$ cat src/design/tsaf_pkg.sv
// Package for the transport stream adaptation field parser.
// Holds the item types, byte positions, flag masks and the clock value function.
// No dependencies.
package tsaf_pkg;

    typedef struct packed {
        logic [7:0] data_byte;
        logic       packet_start;
        logic [1:0] adaptation_control;
    } in_item_t;

    typedef struct packed {
        logic        status;
        logic [7:0]  field_length;
        logic [7:0]  flag_bits;
        logic [41:0] pcr_value;
        logic [41:0] opcr_value;
        logic [7:0]  stuffing_count;
        logic [8:0]  consumed_bytes;
    } out_item_t;

    typedef struct packed {
        logic        status;
        logic [7:0]  field_length;
        logic [7:0]  flag_bits;
        logic [47:0] pcr_group;
        logic [47:0] opcr_group;
        logic [7:0]  stuffing_count;
        logic [8:0]  consumed_bytes;
    } raw_item_t;

    localparam logic       STATUS_OK       = 1'b0;
    localparam logic       STATUS_NO_FIELD = 1'b1;

    localparam logic [1:0] CTRL_FIELD_ONLY    = 2'd2;
    localparam logic [1:0] CTRL_FIELD_PAYLOAD = 2'd3;

    localparam logic [7:0] POS_START  = 8'd0;
    localparam logic [7:0] POS_LENGTH = 8'd4;
    localparam logic [7:0] POS_FLAGS  = 8'd5;
    localparam logic [7:0] POS_PCR_END = 8'd11;
    localparam logic [7:0] POS_TWO_END = 8'd17;
    localparam logic [7:0] POS_MAX    = 8'd255;

    localparam logic [7:0] USED_NONE = 8'd1;
    localparam logic [7:0] USED_ONE  = 8'd7;
    localparam logic [7:0] USED_TWO  = 8'd13;

    localparam logic [7:0] FLAG_PCR  = 8'h10;
    localparam logic [7:0] FLAG_OPCR = 8'h08;

    localparam logic [8:0] CLOCK_MUL = 9'd300;

    function automatic logic [41:0] clock_value(input logic [47:0] group);
        logic [32:0] base;
        logic [8:0]  ext;
        logic [41:0] prod;
        base = group[47:15];
        ext  = group[8:0];
        prod = {9'b0, base} * {33'b0, CLOCK_MUL};
        return prod + {33'b0, ext};
    endfunction

endpackage

$ cat src/design/tsaf_clock_stage.sv
// Output stage of the adaptation field parser: forms base*300+extension.
// Converts the collected clock groups and holds the result item.
// Depends on tsaf_pkg.
module tsaf_clock_stage (
    input  logic                clk,
    input  logic                rst_n,
    input  logic                raw_valid,
    output logic                raw_ready,
    input  tsaf_pkg::raw_item_t raw_item,
    output logic                result_valid,
    input  logic                result_stall,
    output tsaf_pkg::out_item_t result_item
);
    import tsaf_pkg::*;

    logic      valid_reg;
    logic      valid_next;
    out_item_t item_reg;
    out_item_t item_next;
    logic      load;

    assign raw_ready = !valid_reg || !result_stall;
    assign load      = raw_valid && raw_ready;

    always_comb
    begin
        item_next.status         = raw_item.status;
        item_next.field_length   = raw_item.field_length;
        item_next.flag_bits      = raw_item.flag_bits;
        item_next.pcr_value      = clock_value(raw_item.pcr_group);
        item_next.opcr_value     = clock_value(raw_item.opcr_group);
        item_next.stuffing_count = raw_item.stuffing_count;
        item_next.consumed_bytes = raw_item.consumed_bytes;
        if (load)
        begin
            valid_next = 1'b1;
        end
        else if (!result_stall)
        begin
            valid_next = 1'b0;
        end
        else
        begin
            valid_next = valid_reg;
        end
    end

    always_ff @(posedge clk or negedge rst_n)
    begin
        if (!rst_n)
        begin
            valid_reg <= 1'b0;
        end
        else
        begin
            valid_reg <= valid_next;
        end
    end

    always_ff @(posedge clk)
    begin
        if (load)
        begin
            item_reg <= item_next;
        end
    end

    assign result_valid = valid_reg;
    assign result_item  = item_reg;

`ifndef SYNTH
    a_load_shows: assert property (@(posedge clk) disable iff (!rst_n)
        load |=> result_valid)
        else $error("Accepted clock group did not reach the output.");

    a_status_zero: assert property (@(posedge clk) disable iff (!rst_n)
        result_valid && result_item.status == STATUS_NO_FIELD |->
            result_item.pcr_value == '0 && result_item.opcr_value == '0)
        else $error("Error status item carries a clock value.");
`endif

endmodule

$ cat src/design/ts_adaptation_field_parser.sv
// Transport stream adaptation field parser. One packet byte is taken per item and one
// item can be accepted every cycle while byte_stall is low; a result is formed from the
// byte that completes it through the input register, the parse stage and the clock
// conversion register, in that order. The parse stage can hold one result while the output
// waits, so a stall on the result side reaches the byte side only once both result
// registers are full. Depends on tsaf_pkg, tsaf_clock_stage.
module ts_adaptation_field_parser (
    input  logic                clk,
    input  logic                rst_n,
    input  logic                byte_valid,
    output logic                byte_stall,
    input  tsaf_pkg::in_item_t  byte_item,
    output logic                result_valid,
    input  logic                result_stall,
    output tsaf_pkg::out_item_t result_item
);
    import tsaf_pkg::*;

    logic        s0_valid_reg;
    logic        s0_valid_next;
    in_item_t    s0_item_reg;
    logic        s0_fire;

    logic [7:0]  byte_position_reg;
    logic [7:0]  byte_position_next;
    logic [7:0]  length_reg;
    logic [7:0]  length_next;
    logic [7:0]  flags_reg;
    logic [7:0]  flags_next;
    logic [47:0] pcr_shift_reg;
    logic [47:0] pcr_shift_next;
    logic [47:0] opcr_shift_reg;
    logic [47:0] opcr_shift_next;
    logic        done_reg;
    logic        done_next;

    logic        s1_valid_reg;
    logic        s1_valid_next;
    raw_item_t   s1_item_reg;
    raw_item_t   s1_item_next;
    logic        s1_ready;
    logic        s2_ready;

    logic [7:0]  pos;
    logic        emit;
    logic        bad_control;
    logic        has_pcr;
    logic        has_opcr;
    logic [7:0]  last_pos;
    logic [7:0]  used_bytes;

    assign s1_ready   = !s1_valid_reg || s2_ready;
    assign s0_fire    = s0_valid_reg && s1_ready;
    assign byte_stall = s0_valid_reg && !s1_ready;

    always_comb
    begin
        pos = s0_item_reg.packet_start ? POS_START : byte_position_reg;
        byte_position_next = (pos != POS_MAX) ? pos + 8'd1 : pos;
        if (pos == POS_START)
        begin
            done_next       = 1'b0;
            length_next     = '0;
            flags_next      = '0;
            pcr_shift_next  = '0;
            opcr_shift_next = '0;
        end
        else
        begin
            done_next       = done_reg;
            length_next     = length_reg;
            flags_next      = flags_reg;
            pcr_shift_next  = pcr_shift_reg;
            opcr_shift_next = opcr_shift_reg;
        end
        has_pcr  = (flags_next & FLAG_PCR) != '0;
        has_opcr = (flags_next & FLAG_OPCR) != '0;
        unique case ({has_pcr, has_opcr})
            2'b00:
            begin
                last_pos   = POS_FLAGS;
                used_bytes = USED_NONE;
            end
            2'b01, 2'b10:
            begin
                last_pos   = POS_PCR_END;
                used_bytes = USED_ONE;
            end
            2'b11:
            begin
                last_pos   = POS_TWO_END;
                used_bytes = USED_TWO;
            end
        endcase
        emit        = 1'b0;
        bad_control = 1'b0;
        if (!done_next)
        begin
            if (pos == POS_LENGTH)
            begin
                length_next = s0_item_reg.data_byte;
                if (s0_item_reg.adaptation_control != CTRL_FIELD_ONLY &&
                    s0_item_reg.adaptation_control != CTRL_FIELD_PAYLOAD)
                begin
                    emit        = 1'b1;
                    bad_control = 1'b1;
                end
                else if (s0_item_reg.data_byte == '0)
                begin
                    flags_next = '0;
                    emit       = 1'b1;
                end
            end
            else if (pos == POS_FLAGS)
            begin
                flags_next = s0_item_reg.data_byte;
                if ((s0_item_reg.data_byte & (FLAG_PCR | FLAG_OPCR)) == '0)
                begin
                    emit = 1'b1;
                end
            end
            else if (pos > POS_FLAGS && pos <= last_pos)
            begin
                if (has_pcr && pos <= POS_PCR_END)
                begin
                    pcr_shift_next = {pcr_shift_next[39:0], s0_item_reg.data_byte};
                end
                else
                begin
                    opcr_shift_next = {opcr_shift_next[39:0], s0_item_reg.data_byte};
                end
                emit = (pos == last_pos);
            end
        end
        if (emit)
        begin
            done_next = 1'b1;
        end

        if (bad_control)
        begin
            s1_item_next                = '0;
            s1_item_next.status         = STATUS_NO_FIELD;
        end
        else
        begin
            s1_item_next.status         = STATUS_OK;
            s1_item_next.field_length   = length_next;
            s1_item_next.flag_bits      = flags_next;
            s1_item_next.pcr_group      = ((flags_next & FLAG_PCR) != '0) ? pcr_shift_next : '0;
            s1_item_next.opcr_group     =
                ((flags_next & FLAG_OPCR) != '0) ? opcr_shift_next : '0;
            s1_item_next.stuffing_count =
                (length_next > used_bytes) ? length_next - used_bytes : '0;
            s1_item_next.consumed_bytes = {1'b0, length_next} + 9'd1;
        end

        if (s0_fire && emit)
        begin
            s1_valid_next = 1'b1;
        end
        else if (s2_ready)
        begin
            s1_valid_next = 1'b0;
        end
        else
        begin
            s1_valid_next = s1_valid_reg;
        end

        if (byte_valid && !byte_stall)
        begin
            s0_valid_next = 1'b1;
        end
        else if (s0_fire)
        begin
            s0_valid_next = 1'b0;
        end
        else
        begin
            s0_valid_next = s0_valid_reg;
        end
    end

    always_ff @(posedge clk or negedge rst_n)
    begin
        if (!rst_n)
        begin
            s0_valid_reg      <= 1'b0;
            s1_valid_reg      <= 1'b0;
            byte_position_reg <= '0;
            length_reg        <= '0;
            flags_reg         <= '0;
            pcr_shift_reg     <= '0;
            opcr_shift_reg    <= '0;
            done_reg          <= 1'b0;
        end
        else
        begin
            s0_valid_reg <= s0_valid_next;
            s1_valid_reg <= s1_valid_next;
            if (s0_fire)
            begin
                byte_position_reg <= byte_position_next;
                length_reg        <= length_next;
                flags_reg         <= flags_next;
                pcr_shift_reg     <= pcr_shift_next;
                opcr_shift_reg    <= opcr_shift_next;
                done_reg          <= done_next;
            end
        end
    end

    always_ff @(posedge clk)
    begin
        if (byte_valid && !byte_stall)
        begin
            s0_item_reg <= byte_item;
        end
        if (s0_fire && emit)
        begin
            s1_item_reg <= s1_item_next;
        end
    end

    tsaf_clock_stage u_clock_stage (
        .clk          (clk),
        .rst_n        (rst_n),
        .raw_valid    (s1_valid_reg),
        .raw_ready    (s2_ready),
        .raw_item     (s1_item_reg),
        .result_valid (result_valid),
        .result_stall (result_stall),
        .result_item  (result_item)
    );

`ifndef SYNTH
    a_emit_sets_done: assert property (@(posedge clk) disable iff (!rst_n)
        s0_fire && emit |=> done_reg)
        else $error("Packet result given without marking the packet done.");

    a_s1_holds: assert property (@(posedge clk) disable iff (!rst_n)
        s1_valid_reg && !s2_ready |=> s1_valid_reg && $stable(s1_item_reg))
        else $error("Parsed item lost while the output stage was full.");

    a_position_saturates: assert property (@(posedge clk) disable iff (!rst_n)
        s0_fire && byte_position_reg == POS_MAX && !s0_item_reg.packet_start |=>
            byte_position_reg == POS_MAX)
        else $error("Byte position wrapped past its limit.");
`endif

endmodule
$ cat config.mk
export PLATFORM = sky130hd
export DESIGN_NAME = ts_adaptation_field_parser
export DESIGN_NICKNAME = d
export VERILOG_FILES = /design/src/design/tsaf_pkg.sv /design/src/design/tsaf_clock_stage.sv /design/src/design/ts_adaptation_field_parser.sv
export SDC_FILE = /design/constraint.sdc
export NUM_CORES = 1
export LEC_CHECK = 0
export ABC_AREA = 1
export CORE_ASPECT_RATIO = 0.7
export CORE_UTILIZATION = 49
export DETAILED_ROUTE_END_ITERATION = 16
export DONT_BUFFER_PORTS = 1
export HOLD_SLACK_MARGIN = 0.12
export SETUP_SLACK_MARGIN = 0.4
export SYNTH_ARGS = -nofsm -noshare
export SYNTH_HDL_FRONTEND = slang
export SYNTH_SLANG_ARGS = --single-unit
$ cat constraint.sdc
create_clock -name clk -period 8 [get_ports clk]
set_clock_uncertainty 0.2 [all_clocks]
set_input_delay 0.8 -clock clk [delete_from_list [all_inputs] [get_ports clk]]
set_output_delay 0.8 -clock clk [all_outputs]
set_load 0.01 [all_outputs]
==> impl_metrics.tcl <==
set metrics [dict create \
    status "complete, no violations" \
    fin_crit_sh_pct 67.4 \
    wl_per_cell_um 14.8 \
    crit_start "s0_item_reg[2]" \
    cts_tree "built" \
    syn-cell-area_um2 29100 \
    synth_edf_count 246 \
    leakage_uw 0.0155 \
    nets 4140 \
    endpoint_kind "flip-flop" \
    yosysWarningCount 0 \
    syn_to_final_growth_pct 7.72 \
    portBuffers 0 \
    drtAntennaViolNets 0 \
    reg2reg_to "s1_item_reg[40]" \
    critPathRequiredTime_ns 8.04 \
    die_w_um 293 \
    cap_violations 0 \
    clk_latency_ns 0.59 \
    first_pass_iters 5 \
    worstHoldPathType "in2reg" \
    fmax_mhz 185 \
    clkPwrFrac_pct 34.3 \
    setup_violations 0 \
    rrSetupSlack_ns 2.61 \
    swShare_pct 32.9 \
    synth_flop_cell "edfxtp_1" \
    arrival_ns 5.44 \
    hold_viol 0 \
    p_int_uw 3600 \
    start_util_pct 49.7 \
    finalWeightedCongestion 0.923 \
    wirelength_um 67700 \
    clk_path_buf_depth 3 \
    yosysSeqAreaShare_pct 36.1 \
    reg2reg_from "s0_item_reg[2]" \
    cts_made_buffers 39 \
    cts_max_level 2 \
    pwr-share-seq_pct 42.0 \
    root_buffer "clkbuf_16" \
    pwr-share-comb_pct 23.7 \
    ir_drop_mv 0.140 \
    cts_sinks 370 \
    worstSetupPathType "reg2reg" \
    drv_slew 0 \
    drive_gt1_share_pct 3.65 \
    vias 22500 \
    ios 135 \
    synth-seq-cells 370 \
    grt_overflow 0 \
    grt_max_degree 125 \
    crit_path_end "s1_item_reg[40]" \
    antenna_found_initial 1 \
    hpwl_um 52300 \
    syn_avg_cell_area_um2 7.73 \
    drtIter0Drc 1545 \
    async_reset_ff_share_pct 33.5 \
    holdCritStartpoint "byte_valid" \
    cp-start-kind "flip-flop" \
    track_usage_pct 23.1 \
    postCtsSetupBuffers 0 \
    viasPerCell 4.90 \
    clk_pin_slew_ns 0.06 \
    seqCellArea_um2 10500 \
    die_area_um2 60300 \
    fill_cells 5626 \
    max_slew.worst_pin.slew_ns 1.20 \
    die_height_um 206 \
    core_um2 58400 \
    syn_inst 3759 \
    drc_errors 0 \
    finalPower_uw 5370 \
    synth_nets 4144 \
    max_slew_margin_pct 20.1 \
    multi_input_area_um2 15100 \
    grt_pass1_wl_um 111000 \
    power_density_nw_per_um2 172 \
    r2r_cells 24 \
    tns_ns 0 \
    period_minus_slack_ns 5.39 \
    power.switching_uw 1770 \
    placementRows 74 \
    rsz0062_at_grt "no" \
    post_cts_resized 0 \
    crit_path_max_fanout 66 \
    yosys.cell_types.count 52 \
    grt_pass1_vias 20800 \
]
-- logic make-up (layout without fill, tap and decap cells) --
family | count (synthesis) | count (layout) | synth area share [%]
AOI/OAI and AO/OA | 389 | 389 | 7.25
xor gates and xnor gates | 84 | 84 | 2.53
adders and majority gates | 370 | 370 | 19.0
buffers and inverters | 922 | 949 | 12.1
DFF | 370 | 370 | 36.1
other | 0 | 1 | 0
and+or+nand+nor | 1624 | 1624 | 23.1
-- Yosys cell counts, types with 2 or more instances --
master,count,share of area [%]
nand2_1,996,13
inv_1,841,11
nor2_1,350,4.5
ha_1,253,11
edfxtp_1,246,25
o21ai_0,170,2.9
nand3_1,161,2.8
dfrtp_1,124,11
fa_1,117,8.1
a21oi_1,108,1.9
xor2_1,55,1.7
o21ai_1,48,0.83
clkbuf_1,40,0.52
nand4_1,31,0.67
xnor2_1,29,0.87
a31oi_1,22,0.47
nor3_1,20,0.34
buf_2,13,0.22
o22ai_1,12,0.26
and2_1,11,0.24
inv_2,11,0.14
nor2_2,11,0.24
buf_1,10,0.13
nand3b_1,9,0.23
nor2_4,9,0.35
nand3_2,8,0.28
o21bai_1,8,0.21
nand2_2,7,0.15
o21ai_2,5,0.15
o211ai_1,4,0.10
and3_1,3,0.065
buf_6,3,0.12
a21o_1,2,0.052
clkinv_1,2,0.026
nor3_2,2,0.069
o21ai_4,2,0.11
-- per-stage QoR --
stage               cells  utilization (%)  hold slack (ns)  cell area (um^2)  worst slack (ns)
floorplan            3759                -            0.200             29100              1.33
global placement     4500             51.1            0.201             29900              2.61
detailed placement   4500             51.1            0.205             29900              2.57
CTS                  4584             53.6            0.126             31300              2.58
global route         4585             53.6            0.142             31300              2.09
finish               4585             53.6            0.149             31300              2.61
-- final cells by class --
cell class / instances / area share, %
antenna: 1 / 0.00800
clock buffer: 53 / 3.45
clock inverter: 19 / 0.684
inverter: 855 / 10.3
multi-input combinational: 2467 / 48.2
sequential: 370 / 33.5
tap: 798 / 3.19
timing repair buffer: 22 / 0.720
-- critical path: stages, from the launching register on --
cell,delay [ns]
edfxtp_1,0.59
nor2_1,0.15
inv_1,0.16
ha_1,0.27
nand3_2,0.13
nor2_4,0.29
nor2_1,0.11
inv_1,0.13
ha_1,0.24
inv_1,0.18
ha_1,0.27
inv_1,0.05
nor2_1,0.05
o21ai_1,0.14
nand2_1,0.06
nand2_1,0.05
nand2_1,0.05
nand2_1,0.05
nand2_1,0.18
o21ai_0,0.23
nand3_1,0.09
nand2_1,0.09
nand4_1,0.25
inv_4,0.59
buf_12,0.39
-- how the worst min path moves through the flow --
| stage | endpoint | cells after the start |
|---|---|---|
| finish | s0_valid_reg | 2 |
| global route | s0_valid_reg | 2 |
| CTS | s0_valid_reg | 2 |
| detailed placement | u_clock_stage.result_item[109] | 0 |
| global placement | u_clock_stage.result_item[9] | 0 |
| floorplan | u_clock_stage.result_item[0] | 0 |
-- layer usage --
metal	global-route usage, %	share of wire [%]
met1	38.9	55
met2	30.6	37
met3	3.18	6.4
met4	4.30	1.4
met5	0	0
-- placed cells by master (no fill, tap or decap), types with 48 or more instances in the layout --
| cell | count |
|---|---|
| nor2_1 | 349 |
| xor2_1 | 55 |
| a21oi_1 | 108 |
| o21ai_0 | 170 |
| o21ai_1 | 48 |
| inv_1 | 839 |
| edfxtp_1 | 246 |
| ha_1 | 253 |
| fa_1 | 117 |
| dfrtp_1 | 124 |
| nand2_1 | 995 |
| nand3_1 | 161 |
-- power by group through the flow --
stage | registers [uW] | logic (uW) | clock network, uW
final | 2260 | 1270 | 1840
after global routing | 2270 | 1460 | 1960
after CTS | 2260 | 1270 | 1890
after detailed placement | 2290 | 1240 | 0
after global placement | 2290 | 1230 | 0
after floorplan | 2280 | 942 | 0
-- repair_timing --
action | in CTS | in global routing
setup endpoints to repair | 0 | 0
hold endpoints to repair | 134 | 0
hold buffers | 12 | 0
No activity file was read; power rests on OpenSTA's default activity.
